**src/sv/fes_pkg.sv**
```systemverilog
package fes_pkg;

   localparam int MAX_FILES_DEF       = 64;
   localparam int MAP_SLOTS_DEF       = 1023;
   localparam int BLOCK_BITS_DEF      = 12;
   localparam int MAX_DATA_BLOCKS_DEF = 65536;

   localparam int RESULT_LIMIT = 64;
   localparam int NRES_W       = $clog2(RESULT_LIMIT + 1);

   localparam int OP_W       = 2;
   localparam int FILE_W     = 6;
   localparam int SLOT_W     = 10;
   localparam int VALUE_W    = 32;
   localparam int OFFSET_W   = 32;
   localparam int LENGTH_W   = 18;
   localparam int DBLK_W     = 16;
   localparam int START_W    = 12;
   localparam int SEG_W      = 13;
   localparam int SOFAR_W    = 18;
   localparam int STATUS_W   = 2;
   localparam int FCOUNT_W   = 7;
   localparam int DBCOUNT_W  = 17;
   localparam int CSR_IDX_W  = 1;
   localparam int CSR_DATA_W = 17;

   typedef enum logic [OP_W-1:0] {
      OP_READ        = 2'd0,
      OP_LOAD_LENGTH = 2'd1,
      OP_LOAD_MAP    = 2'd2,
      OP_UNUSED      = 2'd3
   } op_type;

   typedef enum logic [STATUS_W-1:0] {
      ST_OK        = 2'd0,
      ST_BAD_FILE  = 2'd1,
      ST_PAST_MAP  = 2'd2,
      ST_BAD_BLOCK = 2'd3
   } status_type;

   typedef enum logic [CSR_IDX_W-1:0] {
      CSR_FILE_COUNT       = 1'd0,
      CSR_DATA_BLOCK_COUNT = 1'd1
   } csr_index_type;

   typedef enum logic [2:0] {
      RES_NONE,
      RES_BAD_FILE,
      RES_EMPTY,
      RES_PAST_MAP,
      RES_SEGMENT
   } res_kind_type;

   typedef struct packed {
      logic [OP_W-1:0]     operation;
      logic [FILE_W-1:0]   file_number;
      logic [SLOT_W-1:0]   map_slot;
      logic [VALUE_W-1:0]  load_value;
      logic [OFFSET_W-1:0] byte_offset;
      logic [LENGTH_W-1:0] byte_length;
   } req_item_type;

   typedef struct packed {
      logic [DBLK_W-1:0]  data_block;
      logic [START_W-1:0] block_start;
      logic [SEG_W-1:0]   segment_bytes;
      logic [SOFAR_W-1:0] bytes_so_far;
      logic               last_segment;
      status_type         status;
   } rsp_item_type;

   typedef struct packed {
      logic         capture;
      logic         wr_length;
      logic         wr_map;
      logic         rd_length;
      logic         check;
      logic         prep;
      logic         push;
      res_kind_type res_kind;
   } fes_cmd_type;

   typedef struct packed {
      op_type op;
      logic   bad_file;
      logic   go;
      logic   past_map;
      logic   out_free;
      logic   res_last;
   } fes_stat_type;

endpackage

```
**src/sv/fes_ctrl.sv**
```systemverilog
module fes_ctrl import fes_pkg::*; (
   input  logic         clock,
   input  logic         reset,
   input  logic         req_valid,
   output logic         req_ready,
   input  fes_stat_type stat,
   output fes_cmd_type  cmd
);

   typedef enum logic [2:0] {
      S_IDLE,
      S_DECODE,
      S_CHECK,
      S_MAPRD,
      S_SEG,
      S_PUSH
   } state_type;

   state_type state_ff, state_in;
   logic      ready_ff;

   assign req_ready = ready_ff;

   always_comb begin
      cmd      = '0;
      state_in = state_ff;
      case (state_ff)
         S_IDLE: begin
            if (req_valid && ready_ff) begin
               cmd.capture = 1'b1;
               state_in    = S_DECODE;
            end
         end
         S_DECODE: begin
            case (stat.op)
               OP_LOAD_LENGTH: begin
                  cmd.wr_length = 1'b1;
                  state_in      = S_IDLE;
               end
               OP_LOAD_MAP: begin
                  cmd.wr_map = 1'b1;
                  state_in   = S_IDLE;
               end
               OP_READ: begin
                  if (stat.bad_file) begin
                     cmd.res_kind = RES_BAD_FILE;
                     state_in     = S_PUSH;
                  end else begin
                     cmd.rd_length = 1'b1;
                     state_in      = S_CHECK;
                  end
               end
               default: state_in = S_IDLE;
            endcase
         end
         S_CHECK: begin
            if (!stat.go) begin
               cmd.res_kind = RES_EMPTY;
               state_in     = S_PUSH;
            end else if (stat.past_map) begin
               cmd.res_kind = RES_PAST_MAP;
               state_in     = S_PUSH;
            end else begin
               cmd.check = 1'b1;
               state_in  = S_MAPRD;
            end
         end
         S_MAPRD: begin
            cmd.prep = 1'b1;
            state_in = S_SEG;
         end
         S_SEG: begin
            cmd.res_kind = RES_SEGMENT;
            state_in     = S_PUSH;
         end
         S_PUSH: begin
            if (stat.out_free) begin
               cmd.push = 1'b1;
               state_in = stat.res_last ? S_IDLE : S_CHECK;
            end
         end
         default: state_in = S_IDLE;
      endcase
   end

   always_ff @(posedge clock) begin
      if (reset) begin
         state_ff <= S_IDLE;
         ready_ff <= 1'b0;
      end else begin
         state_ff <= state_in;
         ready_ff <= (state_in == S_IDLE);
      end
   end

   a_ready_idle: assert property (@(posedge clock) disable iff (reset)
      ready_ff |-> state_ff == S_IDLE)
      else $error("request taken outside idle");

   a_push_hold: assert property (@(posedge clock) disable iff (reset)
      (state_ff == S_PUSH && !stat.out_free) |=> state_ff == S_PUSH)
      else $error("segment left push step while output busy");

endmodule

```
**config.mk**
```make
export PLATFORM = sky130hd
export DESIGN_NAME = fes_ctrl
export DESIGN_NICKNAME = d
export VERILOG_FILES = /design/src/sv/fes_pkg.sv /design/src/sv/fes_ctrl.sv
export SDC_FILE = /design/constraint.sdc
export NUM_CORES = 1
export LEC_CHECK = 0
export CAP_MARGIN = 20
export CELL_PAD_IN_SITES_DETAIL_PLACEMENT = 0
export CELL_PAD_IN_SITES_GLOBAL_PLACEMENT = 1
export CORE_AREA = 2 2 39 41
export DETAILED_ROUTE_END_ITERATION = 10
export DIE_AREA = 0 0 41 43
export DONT_BUFFER_PORTS = 1
export PLACE_DENSITY_LB_ADDON = 0.1
export SLEW_MARGIN = 20
export SYNTH_ARGS = -nofsm -noshare
export SYNTH_HDL_FRONTEND = slang
export SYNTH_SLANG_ARGS = --single-unit
```
**constraint.sdc**
```tcl
create_clock -name clock -period 1.7 [get_ports clock]
set_input_delay 0.34 -clock clock [delete_from_list [all_inputs] [get_ports clock]]
set_output_delay 0.34 -clock clock [all_outputs]
set_load 0.01 [all_outputs]
```
==> results of run 1 <==
==> timing repair <==
action                     4_1_cts  5_1_grt
hold buffers                     0        0
buffers inserted                 0        2
pin swaps                        2        2
setup endpoints to repair        2        5
gates resized for setup          2        2
==> synthesized netlist by cell type <==
library cell,number
nor4bb_1,1
and2_1,1
o31ai_1,1
inv_1,2
nand2_1,3
nand2b_1,3
nor4b_1,1
nor2b_1,2
buf_6,1
nor3b_2,1
nor3b_1,1
nor4b_4,1
a221o_1,1
and3_1,2
a211o_1,1
a311oi_1,1
nand3b_1,1
nor4_1,1
and4b_1,1
a31oi_1,1
o31a_1,1
a21oi_1,1
nor3_1,2
a211oi_1,1
clkbuf_1,1
buf_4,1
o21bai_1,1
dfxtp_1,4
==> where the power goes <==
group,internal [mW],switching (mW)
registers,0.0998,0.00751
clock network,0.0789,0.0372
logic,0.0220,0.0185
total,0.201,0.0632
==> logic make-up (layout without fill, tap and decap cells) <==
family	Yosys count	in the layout	share of synthesized area [%]
AO/OA/AOI/OAI	9	9	20.7
buffers and inverters	5	11	8.89
flip-flops	4	4	23.7
AND/OR/NAND/NOR	21	21	46.7
==> routing by layer <==
metal | global-route usage [%] | up-vias | part of all wire [%]
li1 | - | 162 | -
met1 | 14.1 | 145 | 43
met2 | 17.5 | 10 | 49
met3 | 4.71 | 0 | 8.4
met4 | 4.00 | 0 | 0
met5 | 0 | - | 0
==> worst register-to-register path: stages, from the launching register on <==
cell and delay, ps:
dfxtp_2 370, nor4b_4 340, nand3b_1 200, buf_4 180, a31oi_1 140
==> metrics by stage <==
step | total power, mW | std cells | hold WS [ps]
after detailed placement | 0.148 | 56 | 428
final | 0.264 | 61 | 180
after global routing | 0.281 | 61 | 170
after CTS | 0.270 | 59 | 179
after global placement | 0.147 | 56 | 421
after floorplan | 0.136 | 39 | 409
==> sequential cells by signal (all words and copies together), names as in the netlist <==
signal     flops
req_ready      1
state_ff       3
==> layout make-up <==
class | count | area [um^2] | area share (%)
sequential | 4 | 82.6 | 19.8
multi-input combinational | 30 | 239 | 57.4
tap | 16 | 20.0 | 4.80
inverter | 2 | 7.51 | 1.80
timing repair buffer | 6 | 45.0 | 10.8
clock buffer | 3 | 22.5 | 5.41
==> worst paths after layout <==
kind	end	slack [ps]	cells past startpoint
worst max-delay path	cmd[0]	80	3
worst min register to register	state_ff[2]	700	2
worst min-delay path	state_ff[2]	180	1
worst max register to register	state_ff[2]	380	4
==> layout by cell type (no fill, tap or decap), types with 2 or more instances in the layout <==
cell type,Yosys,final
nand2b_1,3,3
inv_1,2,2
dfxtp_1,4,2
and3_1,2,2
nand2_1,3,3
dfxtp_2,0,2
clkbuf_4,0,3
nor2b_1,2,2
nor3_1,2,2
buf_4,1,6
==> out/metrics.cfg, run 1 <==
[outcome]
status=completed

[logic_synthesis]
synthDistinctLibCells=28
avgSynthCellArea_um2=8.66
synth.yosys.seq_area_share_pct=23.7
syn_nets=49
yosysTopAreaCell=dfxtp_1
synthCells=39
ys_ff_latch=4
synth_top_area_share_pct=23.7
yosysWarnings=0
synth_area_leaders=dfxtp_1 24%, nor4b_4 7.0%, nand2b_1 5.6%
syn_area_um2=338

[timing]
period_share_pct=95.2
tightest_slew_ps=370
setup_viol=0
finalMaxSlewViolations=0
setup_ws_ps=82.4
period_needed_ps=1620
rsz0062_at_grt=yes
clock-skew-final_ps=1.17
hold_violations=0
worst_slew_margin_rel_pct=75.1
max_freq_ghz=0.618
setup_tns_ps=0

[global_route]
grt_pass1_wl_um=1410
antenna_found_initial=0
grt_use_total_pct=11.5
grt_max_degree=11
grt_pass1_vias=318
overflow=0

[cells_and_area]
nets=57
stdcell_area_um2=417
area_growth_pct=23.3
fillCellCount=162
drive_gt1_share_pct=31.1
antennaDiodeCount=0
fin_util_pct=30.1

[placement]
gp_congestion=0.767
place_ws_ps=222
placement.io_buffers=0
placed_area_um2=365
hpwl_um=737

[power_and_ir_drop]
peakVddDrop_mv=0.224
power_density_nw_per_um2=633
p_leak_nw=0.162

[clock_network]
clk_latency_ps=230
cts_tree=yes
cts_buffers=3
cts_max_path_buffers=2
cts_sinks=4
clk_pin_slew_ps=40
clockRootBuffer=clkbuf_4
h-tree-depth=1

[critical_path]
cp.required_ps=1360
path_max_fanout=10
critPathLaunch=state_ff[2]
worstSetupStartpointType=flip-flop
end_kind=primary output
cp.buffers_inverters=0
crit_chain=nor4b_4, nand3b_1, o31ai_2
worst-setup-path-type=flip-flop to primary output
cp_top_family=simple AND/OR/NAND/NOR gates
slowest_stage=dfxtp_2
reg2reg_from=state_ff[2]
max_stage_delay_ps=370
crit_arrival_ps=1280

[job]
cap_viol_max_count=0

[floorplan]
coreArea_um2=1380
dieArea_um2=1760
fp-row-count=14
ios=21
die_w_um=41
die_y_um=43
initial_core_util_pct=24.4

[detailed_routing]
routed_wl_um=915
antenna_left=0
drtPass1Iterations=2
wl_per_cell_um=15.0
drt_iter0_markers=2
drc=0
vias=317
drt-vias-per-instance=5.20

[min_path]
hold_class=input pin to flip-flop
worstHoldStart=reset

No activity file was read; power rests on OpenSTA's default activity.
==> inputs of run 2 (changes only) <==
==> constraint.sdc (replaced) <==
create_clock -name clock -period 1.7 [get_ports clock]
set_input_delay 0.51 -clock clock [delete_from_list [all_inputs] [get_ports clock]]
set_output_delay 0.51 -clock clock [all_outputs]
set_load 0.01 [all_outputs]
==> run 2 against run 1 <==
Effect of this change: the run now ends with negative setup slack left; register-to-register slack better by 20 ps; combinational power is 23% higher; total power is 3.7% higher; clock power hardly changed; critical path depth is 1 lower; die area stayed put; largest power group unchanged; clock skew is 2.6 ps higher; routed wire length is 1.7% higher; largest cell class unchanged; critical endpoint is now cmd[6].
==> out/metrics.cfg, run 2 (same netlist as run 1, synthesis figures left out) <==
[outcome]
status=finished with violations
violations=negative setup slack

[global_route]
grt_use_total_pct=11.5
grt_max_degree=11
overflow=0
grt_pass1_wl_um=1260
antenna_found_initial=0
grt_pass1_vias=298

[power_and_ir_drop]
seqPwrFrac_pct=39.2
clkPwrFrac_pct=42.6
switchingPower_uw=67.1
p_leak_nw=0.182
power_density_nw_per_um2=578
p_sw_share_pct=24.5
p_int_uw=206
peakVddDrop_mv=0.192
p_comb_share_pct=18.2

[timing]
worst_hold_slack_ps=342
setup_viol=1
tightest_slew_ps=363
clock-skew-final_ps=3.72
setup_ws_ps=-17.0
finalMaxSlewViolations=0
period_share_pct=101
worst_slew_margin_rel_pct=75.6
max_freq_ghz=0.582
period_needed_ps=1720
rsz0062_at_grt=yes
hold_violations=0

[cells_and_area]
seq_area_um2=82.6
area_growth_pct=40.0
most-common-layout-cells=7 x buf_4, 3 x nand2b_1, 3 x nand2_1, 3 x clkbuf_4
fin_util_pct=34.2
stdcell_area_um2=473
nets=59
multiInputGateArea_um2=277
largest-register=state_ff
antennaDiodeCount=0
drive_gt1_share_pct=42.6
fillCellCount=151
final_common_cell=buf_4
largest_reg_flops=3

[detailed_routing]
vias=342
drc=0
drtPass1Iterations=2
routed_wl_um=931
antenna_left=0
wl_per_cell_um=14.8
drt-vias-per-instance=5.43
drt_iter0_markers=1

[floorplan]
die_y_um=43
initial_core_util_pct=24.4
dieArea_um2=1760
coreArea_um2=1380
die_w_um=41
fp-row-count=14
ios=21

[placement]
gp_congestion=0.790
placement.io_buffers=0
hpwl_um=690
place_ws_ps=77.6
placed_area_um2=388

[critical_path]
end_kind=primary output
path_max_fanout=4
crit_arrival_ps=1210
worst-setup-path-type=flip-flop to primary output
worstSetupStartpointType=flip-flop
reg2reg_slack_ps=400
cp.required_ps=1190

[clock_network]
h-tree-depth=1
clk_latency_ps=240
clockRootBuffer=clkbuf_4
hold_buffers=0
cts_buffers=3
cts_max_path_buffers=2
clk_pin_slew_ps=40
cts_sinks=4
cts_tree=yes

[min_path]
hold_class=input pin to flip-flop

[job]
cap_viol_max_count=0

## run 2: worst max-delay path, cell delays in order (launching register included)
cell,delay [ps]
dfxtp_2,340
nor4b_4,330
nor3b_4,300
## run 2: worst paths after layout
| check | endpoint | from | cells past startpoint |
|---|---|---|---|
| setup / recovery | cmd[6] | state_ff[1] | 2 |
| hold / removal | state_ff[0] | reset | 1 |
| setup reg to reg | state_ff[1] | state_ff[2] | 4 |
| hold reg to reg | state_ff[2] | state_ff[2] | 3 |
## run 2: through the flow
stage          std cells  total power, mW  setup TNS [ps]
3_5_place_dp          59            0.148               0
3_3_place_gp          59            0.149               0
4_1_cts               63            0.274           -67.7
5_1_grt               63            0.291            -236
6_report              63            0.274           -17.0
2_1_floorplan         39            0.136               0
## run 2: layer usage
metal | track usage [%] | routed length [um] | vias up
met1 | 12.9 | 389 | 160
met3 | 3.66 | 56 | 2
met5 | 0 | 0 | -
met2 | 15.3 | 469 | 12
met4 | 12.0 | 14 | 0
li1 | - | - | 168
## run 2: layout make-up
cell class              count  share of cell area [%]
clock buffers               3                    4.76
multi-input cells          30                    58.5
flip-flops and latches      4                    17.5
inverters                   2                    1.59
well taps                  16                    4.23
repair buffers              8                    13.5
## run 2: power by group through the flow
stage / logic [mW] / clock network [mW] / registers, mW
finish: 0.0497 / 0.117 / 0.107
global route: 0.0544 / 0.129 / 0.107
CTS: 0.0435 / 0.123 / 0.107
detailed placement: 0.0402 / 0 / 0.108
global placement: 0.0406 / 0 / 0.108
floorplan: 0.0313 / 0 / 0.105
## run 2: timing repair
item,CTS,global route
cloned,0,0
resized for setup,5,6
endpoints found under the hold margin,0,0
setup buffers,1,0
endpoints found under the setup margin,6,5
pin swaps,3,2
==> inputs of run 3 (changes only) <==
- CORE_AREA: 2 2 39 41 -> 5 5 42 44
- DIE_AREA: 0 0 41 43 -> 0 0 47 49
==> run 3 against run 2 <==
Effect of this change: the flow still finishes with violations (negative setup slack); utilization increased by 1.6 points; cell count increased by 7.9%; register-to-register slack improved by 20 ps; non-clock buffer count increased by 5; die area increased by 31%; hold slack got worse by 2.2 ps; combinational power increased by 4.6%; clock skew decreased by 2.7 ps; clock power about the same; flip-flop and latch count unchanged; fmax decreased by 4.0%; critical path type unchanged.
==> out/metrics.cfg, run 3 (same netlist as run 1, synthesis figures left out) <==
[timing]
setup_ws_ps=-87.7
clock-skew-final_ps=1.04
period_share_pct=105
worst_slew_margin_rel_pct=75.0
tightest_slew_ps=372
setup_viol=3
period_needed_ps=1790
finalMaxSlewViolations=0
hold_violations=0
max_freq_ghz=0.559
rsz0062_at_grt=yes

[min_path]
hold_class=input pin to flip-flop

[clock_network]
cts_sinks=4
clk_latency_ps=230
cts_tree=yes
clockRootBuffer=clkbuf_4
cts_max_path_buffers=2
cts_buffers=3
clk_pin_slew_ps=40
h-tree-depth=1

[floorplan]
ios=21
die_y_um=49
initial_core_util_pct=24.1
die_w_um=47
coreArea_um2=1400
dieArea_um2=2300
fp-row-count=14

[critical_path]
worstSetupStartpointType=flip-flop
end_kind=primary output
crit_arrival_ps=1280
cp.required_ps=1190
path_max_fanout=4
worst-setup-path-type=flip-flop to primary output

[global_route]
grt_pass1_wl_um=1440
overflow=0
grt_use_total_pct=8.80
grt_max_degree=11
antenna_found_initial=0
grt_pass1_vias=333

[cells_and_area]
antennaDiodeCount=0
stdcell_count=68
drive_gt1_share_pct=46.2
nets=64
largest-register=state_ff
largest_reg_flops=3
most-common-layout-cells=12 x buf_4, 3 x nand2_1, 3 x clkbuf_4
fin_util_pct=35.8
area_growth_pct=48.5
final_common_cell=buf_4
fillCellCount=159

[detailed_routing]
antenna_left=0
vias=349
drc=0
drtPass1Iterations=3
routed_wl_um=991
drt-vias-per-instance=5.13
drt_iter0_markers=3
wl_per_cell_um=14.6

[job]
cap_viol_max_count=0

[placement]
hpwl_um=769
gp_congestion=0.751
place_inst=61
placement.io_buffers=0

[outcome]
violations=negative setup slack
status=finished with violations

[power_and_ir_drop]
power_density_nw_per_um2=544
peakVddDrop_mv=0.173
p_leak_nw=0.205

run 3: what timing repair did:
action                     in CTS  in global routing
hold buffers                    0                  0
pin swaps                       2                  2
gates resized for setup         5                  5
setup buffers                   2                  2
setup endpoints to repair       7                  5
hold endpoints to repair        0                  0
run 3: critical path, stage by stage (launching register included):
cell	delay (ps)
dfxtp_4	350
nor4b_4	300
buf_4	160
nor3b_4	230
run 3: area by class of cell:
class	instances	area [um^2]	area share, %
multi-input cells	30	265	52.9
repair buffers	13	101	20.2
flip-flops and latches	4	85.1	17.0
clock buffers	3	22.5	4.49
well taps	16	20.0	3.99
inverters	2	7.51	1.50
run 3: power by group:
part | internal (mW) | total (mW) | switching, mW
clock network | 0.0788 | 0.115 | 0.0366
registers | 0.0983 | 0.105 | 0.00701
logic | 0.0297 | 0.0520 | 0.0223
run 3: routing by layer:
metal,global-route usage (%),part of all wire [%],wire (um)
met3,4.06,7.5,74
met1,8.77,36,359
met5,0,0,0
met4,6.91,0,0
met2,13.3,56,557
run 3: through the flow:
stage	worst slack, ps	hold WS (ps)	cell area [um^2]	setup TNS (ps)	power [mW]
4_1_cts	-110	329	459	-306	0.276
5_1_grt	-182	326	502	-566	0.291
2_1_floorplan	155	579	338	0	0.136
3_3_place_gp	59.5	583	403	0	0.149
3_5_place_dp	9.64	585	403	0	0.149
6_report	-87.7	340	502	-248	0.273
run 3: path summary, 6_finish.rpt:
kind	cells past startpoint	end	start	slack (ps)
setup / recovery	3	cmd[6]	state_ff[1]	-90
hold / removal	1	state_ff[2]	reset	340
setup reg to reg	4	state_ff[1]	state_ff[1]	420
hold reg to reg	3	req_ready	state_ff[2]	700
